==> src/sv/byte_stream_reassembler_defines.svh <==
// Assertion macros shared by the reassembler RTL.
// Each macro expects clk and rst_n in scope at the point of use.
`ifndef BYTE_STREAM_REASSEMBLER_DEFINES_SVH
`define BYTE_STREAM_REASSEMBLER_DEFINES_SVH

// cons must hold in the same cycle as ante
`define BSR_ASSERT_IMPL(lbl, ante, cons) \
  lbl: assert property (@(posedge clk) disable iff (!rst_n) (ante) |-> (cons)) \
    else $error("bsr: implication check failed");

// cons must hold in the cycle after ante
`define BSR_ASSERT_NEXT(lbl, ante, cons) \
  lbl: assert property (@(posedge clk) disable iff (!rst_n) (ante) |=> (cons)) \
    else $error("bsr: next-cycle check failed");

// cond must never be seen
`define BSR_ASSERT_NEVER(lbl, cond) \
  lbl: assert property (@(posedge clk) disable iff (!rst_n) !(cond)) \
    else $error("bsr: forbidden condition seen");

`endif

==> src/sv/bsr_pkg.sv <==
// Shared constants and types for the byte stream reassembler.
// No dependencies; used by every RTL file of the block.
package bsr_pkg;

  localparam int CAPACITY = 64;
  localparam int PTR_W    = $clog2(CAPACITY);
  localparam int CNT_W    = $clog2(CAPACITY + 1);
  localparam int POS_W    = 32;
  localparam int BYTE_W   = 8;
  localparam int RC_W     = 7;

  localparam logic [1:0] OP_SEG_BYTE = 2'd0;
  localparam logic [1:0] OP_SEG_END  = 2'd1;
  localparam logic [1:0] OP_READ     = 2'd2;

  typedef logic [PTR_W-1:0] ptr_t;
  typedef logic [CNT_W-1:0] cnt_t;

  // set/clear requests for the hold valid map
  typedef struct packed {
    logic set_en;
    ptr_t set_idx;
    logic clr_en;
    ptr_t clr_idx;
  } valid_ctl_t;

endpackage

==> src/sv/bsr_hold_ram.sv <==
// Hold store for out-of-order bytes: one write port, one registered read port.
// Depends on bsr_pkg for depth and widths.
module bsr_hold_ram (
  input  logic                      clk,
  input  logic                      wr_en,
  input  bsr_pkg::ptr_t             wr_addr,
  input  logic [bsr_pkg::BYTE_W-1:0] wr_data,
  input  logic                      rd_en,
  input  bsr_pkg::ptr_t             rd_addr,
  output logic [bsr_pkg::BYTE_W-1:0] rd_data
);
  import bsr_pkg::*;

  logic [BYTE_W-1:0] mem [CAPACITY];
  logic [BYTE_W-1:0] rd_data_r;

  always_ff @(posedge clk) begin
    if (wr_en) begin
      mem[wr_addr] <= wr_data;
    end
  end

  always_ff @(posedge clk) begin
    if (rd_en) begin
      rd_data_r <= mem[rd_addr];
    end
  end

  assign rd_data = rd_data_r;

endmodule

==> src/sv/bsr_valid_map.sv <==
// Valid bit per hold slot, cleared at reset, with two lookup ports.
// Depends on bsr_pkg for depth and the control struct.
module bsr_valid_map (
  input  logic                clk,
  input  logic                rst_n,
  input  bsr_pkg::valid_ctl_t ctl,
  input  bsr_pkg::ptr_t       chk_idx,
  output logic                chk_bit,
  input  bsr_pkg::ptr_t       scan_idx,
  output logic                scan_bit
);
  import bsr_pkg::*;

  logic [CAPACITY-1:0] valid_r;
  logic [CAPACITY-1:0] valid_nxt;

  always_comb begin
    valid_nxt = valid_r;
    if (ctl.clr_en) begin
      valid_nxt[ctl.clr_idx] = 1'b0;
    end
    if (ctl.set_en) begin
      valid_nxt[ctl.set_idx] = 1'b1;
    end
  end

  always_ff @(posedge clk) begin
    if (!rst_n) begin
      valid_r <= '0;
    end else begin
      valid_r <= valid_nxt;
    end
  end

  assign chk_bit  = valid_r[chk_idx];
  assign scan_bit = valid_r[scan_idx];

endmodule

==> src/sv/byte_stream_reassembler.sv <==
// Byte stream reassembler top level: window check, sequencer and result port.
// A plain byte is taken in idle and gives no result; a segment end scans, then releases
// its contiguous bytes (at most 64); every result shows in the cycle after the step that made it.
// One shared counter/compare walks the valid map, then the RAM read port paces release.
// Synchronous active-low reset clears positions, counts, flags and valid bits.
// Results cannot be held off; each one shows for a single cycle on out_valid.
`include "byte_stream_reassembler_defines.svh"

module byte_stream_reassembler (
  input  logic                        clk,
  input  logic                        rst_n,
  input  logic                        start,
  output logic                        busy,
  input  logic [1:0]                  in_op,
  input  logic [bsr_pkg::POS_W-1:0]   in_position,
  input  logic [bsr_pkg::BYTE_W-1:0]  in_data_byte,
  input  logic                        in_segment_last,
  input  logic                        in_eof_flag,
  input  logic [bsr_pkg::RC_W-1:0]    in_read_count,
  output logic                        out_valid,
  output logic                        out_has_byte,
  output logic [bsr_pkg::BYTE_W-1:0]  out_byte,
  output logic                        out_last,
  output logic                        out_stream_ended,
  output logic [bsr_pkg::CNT_W-1:0]   out_unassembled_count
);
  import bsr_pkg::*;

  localparam logic [1:0] ST_IDLE  = 2'd0;
  localparam logic [1:0] ST_COUNT = 2'd1;
  localparam logic [1:0] ST_EMIT  = 2'd2;

  logic [1:0]       state_r, state_nxt;
  ptr_t             head_r, head_nxt;
  logic [POS_W-1:0] written_r, written_nxt;
  logic [POS_W-1:0] read_r, read_nxt;
  logic [POS_W-1:0] end_pos_r, end_pos_nxt;
  logic             end_seen_r, end_seen_nxt;
  logic             ended_r, ended_nxt;
  cnt_t             held_r, held_nxt;
  cnt_t             room_r, room_nxt;
  cnt_t             cnt_r, cnt_nxt;
  logic             pend_r, pend_nxt;
  logic             plast_r, plast_nxt;
  logic             stat_r, stat_nxt;

  logic             accept;
  logic [POS_W-1:0] buf_diff;
  cnt_t             buffered;
  cnt_t             room;
  logic [POS_W-1:0] off;
  logic             in_win;
  ptr_t             slot;
  logic             chk_bit;
  logic             scan_bit;
  ptr_t             scan_idx;
  logic             scan_ok;
  logic             seg_end;
  cnt_t             rd_clamp;
  logic [RC_W-1:0]  rc_lim;
  logic [POS_W-1:0] wr_sum;
  valid_ctl_t       vctl;
  logic             ram_wr_en;
  logic             ram_rd_en;
  logic [BYTE_W-1:0] ram_rd_data;

  assign busy   = (state_r != ST_IDLE);
  assign accept = start && !busy;

  // bytes written but not yet consumed; never above the capacity
  assign buf_diff = written_r - read_r;
  assign buffered = buf_diff[CNT_W-1:0];
  assign room     = CNT_W'(CAPACITY) - buffered;

  assign off    = in_position - written_r;
  assign in_win = off < POS_W'(room);
  assign slot   = head_r + off[PTR_W-1:0];

  assign seg_end = (in_op == OP_SEG_END) || ((in_op == OP_SEG_BYTE) && in_segment_last);

  assign rc_lim   = RC_W'(buffered);
  assign rd_clamp = (in_read_count > rc_lim) ? CNT_W'(rc_lim) : CNT_W'(in_read_count);

  // scan contiguous held bytes from the head, bounded by output room
  assign scan_idx = head_r + cnt_r[PTR_W-1:0];
  assign scan_ok  = (cnt_r < room_r) && scan_bit;
  assign wr_sum   = written_r + POS_W'(cnt_r);

  assign ram_wr_en = accept && (in_op == OP_SEG_BYTE) && in_win && !chk_bit;
  assign ram_rd_en = (state_r == ST_EMIT);

  always_comb begin
    vctl.set_en  = ram_wr_en;
    vctl.set_idx = slot;
    vctl.clr_en  = ram_rd_en;
    vctl.clr_idx = head_r;
  end

  always_comb begin
    state_nxt    = state_r;
    head_nxt     = head_r;
    written_nxt  = written_r;
    read_nxt     = read_r;
    end_pos_nxt  = end_pos_r;
    end_seen_nxt = end_seen_r;
    ended_nxt    = ended_r;
    held_nxt     = held_r;
    room_nxt     = room_r;
    cnt_nxt      = cnt_r;
    pend_nxt     = 1'b0;
    plast_nxt    = plast_r;
    stat_nxt     = 1'b0;

    case (state_r)
      ST_IDLE: begin
        if (accept) begin
          case (in_op)
            OP_READ: begin
              read_nxt = read_r + POS_W'(rd_clamp);
              stat_nxt = 1'b1;
            end
            OP_SEG_BYTE, OP_SEG_END: begin
              if (ram_wr_en) begin
                held_nxt = held_r + 1'b1;
              end
              if (seg_end) begin
                if (in_eof_flag) begin
                  end_seen_nxt = 1'b1;
                  end_pos_nxt  = in_position + POS_W'(in_op == OP_SEG_BYTE);
                end
                room_nxt  = room;
                cnt_nxt   = '0;
                state_nxt = ST_COUNT;
              end
            end
            default: begin
            end
          endcase
        end
      end
      ST_COUNT: begin
        if (scan_ok) begin
          cnt_nxt = cnt_r + 1'b1;
        end else begin
          written_nxt = wr_sum;
          held_nxt    = held_r - cnt_r;
          ended_nxt   = ended_r || (end_seen_r && (end_pos_r == wr_sum));
          if (cnt_r == '0) begin
            stat_nxt  = 1'b1;
            state_nxt = ST_IDLE;
          end else begin
            state_nxt = ST_EMIT;
          end
        end
      end
      ST_EMIT: begin
        head_nxt  = head_r + 1'b1;
        cnt_nxt   = cnt_r - 1'b1;
        pend_nxt  = 1'b1;
        plast_nxt = (cnt_r == CNT_W'(1));
        if (cnt_r == CNT_W'(1)) begin
          state_nxt = ST_IDLE;
        end
      end
      default: begin
        state_nxt = ST_IDLE;
      end
    endcase
  end

  always_ff @(posedge clk) begin
    if (!rst_n) begin
      state_r    <= ST_IDLE;
      head_r     <= '0;
      written_r  <= '0;
      read_r     <= '0;
      end_pos_r  <= '0;
      end_seen_r <= 1'b0;
      ended_r    <= 1'b0;
      held_r     <= '0;
      room_r     <= '0;
      cnt_r      <= '0;
      pend_r     <= 1'b0;
      stat_r     <= 1'b0;
    end else begin
      state_r    <= state_nxt;
      head_r     <= head_nxt;
      written_r  <= written_nxt;
      read_r     <= read_nxt;
      end_pos_r  <= end_pos_nxt;
      end_seen_r <= end_seen_nxt;
      ended_r    <= ended_nxt;
      held_r     <= held_nxt;
      room_r     <= room_nxt;
      cnt_r      <= cnt_nxt;
      pend_r     <= pend_nxt;
      stat_r     <= stat_nxt;
    end
  end

  always_ff @(posedge clk) begin
    plast_r <= plast_nxt;
  end

  bsr_valid_map u_valid (
    .clk      (clk),
    .rst_n    (rst_n),
    .ctl      (vctl),
    .chk_idx  (slot),
    .chk_bit  (chk_bit),
    .scan_idx (scan_idx),
    .scan_bit (scan_bit)
  );

  bsr_hold_ram u_ram (
    .clk     (clk),
    .wr_en   (ram_wr_en),
    .wr_addr (slot),
    .wr_data (in_data_byte),
    .rd_en   (ram_rd_en),
    .rd_addr (head_r),
    .rd_data (ram_rd_data)
  );

  // flags and count are already final for the item when its results show
  assign out_valid             = pend_r || stat_r;
  assign out_has_byte          = pend_r;
  assign out_byte              = pend_r ? ram_rd_data : '0;
  assign out_last              = pend_r ? plast_r : stat_r;
  assign out_stream_ended      = ended_r;
  assign out_unassembled_count = held_r;

  `BSR_ASSERT_NEVER(a_out_excl, pend_r && stat_r)
  `BSR_ASSERT_NEVER(a_held_cap, held_r > CNT_W'(CAPACITY))
  `BSR_ASSERT_NEVER(a_buf_cap, (written_r - read_r) > POS_W'(CAPACITY))
  `BSR_ASSERT_NEXT(a_emit_strobe, state_r == ST_EMIT, out_valid && out_has_byte)
  `BSR_ASSERT_IMPL(a_count_quiet, state_r == ST_COUNT, !out_has_byte)

endmodule
==> config.mk <==
export PLATFORM = sky130hd
export DESIGN_NAME = byte_stream_reassembler
export DESIGN_NICKNAME = d
export VERILOG_FILES = /design/src/sv/bsr_pkg.sv /design/src/sv/bsr_hold_ram.sv /design/src/sv/bsr_valid_map.sv /design/src/sv/byte_stream_reassembler.sv
export VERILOG_INCLUDE_DIRS = /design/src /design/src/sv
export SDC_FILE = /design/constraint.sdc
export NUM_CORES = 1
export LEC_CHECK = 0
export ABC_AREA = 0
export BUFFER_PORTS_ARGS = -buffer_cell sky130_fd_sc_hd__buf_4
export CAP_MARGIN = 10
export CORE_ASPECT_RATIO = 2
export CORE_MARGIN = 3
export CORE_UTILIZATION = 58
export CTS_CLUSTER_DIAMETER = 200
export DETAILED_ROUTE_END_ITERATION = 7
export HOLD_SLACK_MARGIN = 0.03
export PLACE_DENSITY = 0.75
export SYNTH_ARGS = -nofsm -noshare
export SYNTH_HDL_FRONTEND = slang
export SYNTH_SLANG_ARGS = --single-unit
==> constraint.sdc <==
create_clock -name clk -period 15.45 [get_ports clk]
set_clock_uncertainty 0.1 [all_clocks]
set_input_delay 0 -clock clk [delete_from_list [all_inputs] [get_ports clk]]
set_output_delay 0 -clock clk [all_outputs]
set_load 0.01 [all_outputs]
==> impl_metrics.yaml <==
sta:
  finalWorstSetupSlack_ns: 7.90
  rsz0062_at_grt: "no"
  slew_headroom: 0.0216
  hold_viol_final: 0
  period_needed_ns: 7.55
  worst_slew_pin_slew_ns: 1.46
  setup_tns_ns: 0
  finalMaxSlewViolations: 0
  finalCritPeriodShare: 0.489
  clock.fmax_ghz: 0.132
  setup_viol: 0
global_route:
  antenna_found_initial: 1
  grt_max_degree: 65
  grt_pass1_wl_um: 166000
  grt_pass1_vias: 24700
  gr-usage-all-layers: 0.385
  grt-ovfl-total: 0
clock_network:
  path_clk_slew_ns: 0.06
  cts.path.max_buffers: 3
  cts-resized-gates: 0
  clkSinkCount: 689
  cts_max_level: 2
  root_buffer: "clkbuf_16"
  numCtsBuffers: 57
  clock_latency_ns: 0.65
  cts_tree: "built"
final_layout:
  stdcell_count: 3602
  area_growth_syn_to_layout_pct: 12.1
  n_antenna_cell: 0
  fin_nets: 2966
  n_fill_cell: 4230
  final_util: 0.660
  register_area_mm2: 0.0190
  multiInputGateArea_mm2: 0.0129
  drive_gt1_frac: 0.0917
yosys:
  syn_area_mm2: 0.0327
  yosysSeqAreaShare: 0.581
  syn_inst: 2716
  yosys_warnings: 0
  synth-seq-cells: 689
  yosysUniqueCellTypes: 74
  synth_nets: 2873
  synth_edf_count: 521
  ys_async_sr_fraction: 0
  ys.flop_type: "edfxtp_1"
  syn_area_per_cell_um2: 12.0
detailed_routing:
  wl_per_cell_um: 32.3
  routed_wl_um: 116000
  avgViaCountPerCell: 6.94
  antenna_left: 0
  drc: 0
  dr.pass1.iters: 6
  dr_total_vias: 25000
  drt_first_iter_violations: 3261
worst_setup_path:
  critPathCapture: "u_ram.mem[53][2]"
  cp_data_required_time_ns: 15.61
  rr_worst_depth: 14
  rrSetupSlack_ns: 7.90
  max_stage_delay_ns: 0.99
  path_max_fanout: 20
  reg2reg_from: "written_r[1]"
  rr_endpoint: "u_ram.mem[53][2]"
  cp-start-kind: "flop"
  critPathKind: "reg -> reg"
  arrival_ns: 7.72
  path_cells: "inv_1, fa_1, inv_1, fa_1, nor2b_1, nand2_1, o221ai_1, nor4_1, o31ai_1, or2_0, a2111o_1, nor4_4, nand4_1, nor2_1"
  slowest_stage: "nor4_4"
  cp-end-kind: "flop"
  startpoint: "written_r[1]"
placed_design:
  gp_congestion: 1.03
  dp_cells: 3414
  hpwl_um: 79600
  port_buffers: 73
  dp_slack_ns: 8.15
floorplanning:
  die_w_um: 174
  core-area_mm2: 0.0556
  die_area_mm2: 0.0595
  die_y_um: 342
  floorplan.initialDensity: 0.589
  ios: 74
  rows: 122
pwr:
  power_density_mw_per_mm2: 106
  total_power_mw: 3.91
  vdd_ir_drop_max_v: 0.000106
  p_leak_nw: 12.7
run_status:
  run_status: "completed"
flow_run:
  drv_cap: 0
worst_hold_path:
  min-delay-path-class: "in -> reg"
[how the worst min path moves through the flow]
stage,start,to,depth (start not counted)
floorplan,in_data_byte[0],u_ram.mem[0][0],0
finish,in_op[0],stat_r,4
detailed placement,in_position[31],end_pos_r[31],4
global route,in_segment_last,room_r[6],4
CTS,in_segment_last,room_r[6],4
global placement,in_position[31],end_pos_r[31],4
[layout by cell type, fill, tap and decap left out, types with 57 or more instances in the layout]
cell type / synthesis / layout
o21ai_0: 75 / 75
buf_4: 0 / 110
ha_1: 96 / 96
a31oi_1: 62 / 62
o21a_1: 111 / 111
nand4_1: 60 / 60
edfxtp_1: 521 / 521
a22oi_1: 162 / 162
clkbuf_16: 0 / 57
dlygate4sd3_1: 0 / 80
a21oi_1: 98 / 98
inv_1: 78 / 78
xnor2_1: 92 / 91
nor2_1: 147 / 146
nand2_1: 166 / 166
dfxtp_1: 168 / 168
[state kept, by name, indices dropped and copies added (netlist names), 2 cells and up]
register               cells
u_ram.mem                512
read_r                     7
room_r                     7
end_pos_r                 32
written_r                 32
state_r                    2
out_unassembled_count      7
head_r                     6
cnt_r                      7
u_valid.valid_r           64
u_ram.rd_data              8
[final cells by class]
| class | count | share of cell area |
|---|---|---|
| sequential | 689 | 0.518 |
| multi-input combinational | 1793 | 0.351 |
| timing repair buffer | 190 | 0.0443 |
| clock buffer | 68 | 0.0408 |
| tap | 744 | 0.0254 |
| clock inverter | 40 | 0.0120 |
| inverter | 78 | 0.00798 |
[repair_timing]
| item | CTS | global route |
|---|---|---|
| hold endpoints to repair | 586 | 0 |
| setup endpoints to repair | 0 | 0 |
| hold buffers | 80 | 0 |
| buffers inserted | 0 | 0 |
[routing by layer]
layer / vias up / part of all wire / GRT usage
met5: - / 0 / 0
met4: 0 / 0.12 / 0.358
li1: 10600 / - / -
met2: 1693 / 0.49 / 0.658
met3: 570 / 0.078 / 0.0593
met1: 12100 / 0.31 / 0.400
[power breakdown]
group	internal, mW	switching, mW
sequential	1.99	0.00601
combinational	0.133	0.245
clock	0.820	0.707
[worst max-delay path: cells and delay by family, from the launching register on]
family | cells | cell delay (ns)
and+or+nand+nor | 7 | 4.18
adders and majority gates | 2 | 1.44
AOI/OAI and AO/OA | 3 | 0.76
DFF | 1 | 0.44
buffers and inverters | 2 | 0.25
[synth_stat cells (all sizes together) (7+ instances only)]
library cell,instances,area [µm²]
a22oi,162,1220
a21o,25,188
dfxtp,168,3360
or3,26,163
nor3,32,160
mux4,23,518
a21boi,42,315
nor2,147,552
and2,48,300
a31oi,62,388
a221oi,54,473
nor2b,42,263
nand2,166,623
and3,14,87.6
xnor2,92,806
o21ai,75,375
o21a,111,833
nand2b,16,100
nand3b,7,52.6
o211a,36,360
or2,12,75.1
xor2,56,490
ha,96,1200
a21oi,98,490
nor4,23,159
mux2i,42,420
o211ai,14,105
inv,78,293
buf,9,36.3
a22o,51,447
nand4,60,375
fa,7,140
edfxtp,521,15600
nand3,53,265
clkbuf,147,552
a211oi,12,90.1
[through the flow]
step                instance area [µm²]  hold WS [ns]
detailed placement                33900         0.277
global route                      36700         0.113
global placement                  33900         0.268
CTS                               36700        0.0328
finish                            36700        0.0686
floorplan                         32700      -0.00113
[logic make-up after synthesis]
group	synth area share
simple gates	0.103
flops	0.581
mux	0.0304
fa+ha+maj	0.0410
compound gates	0.177
xor+xnor	0.0403
buf+inv	0.0269
(Power assumes the default switching activity.)
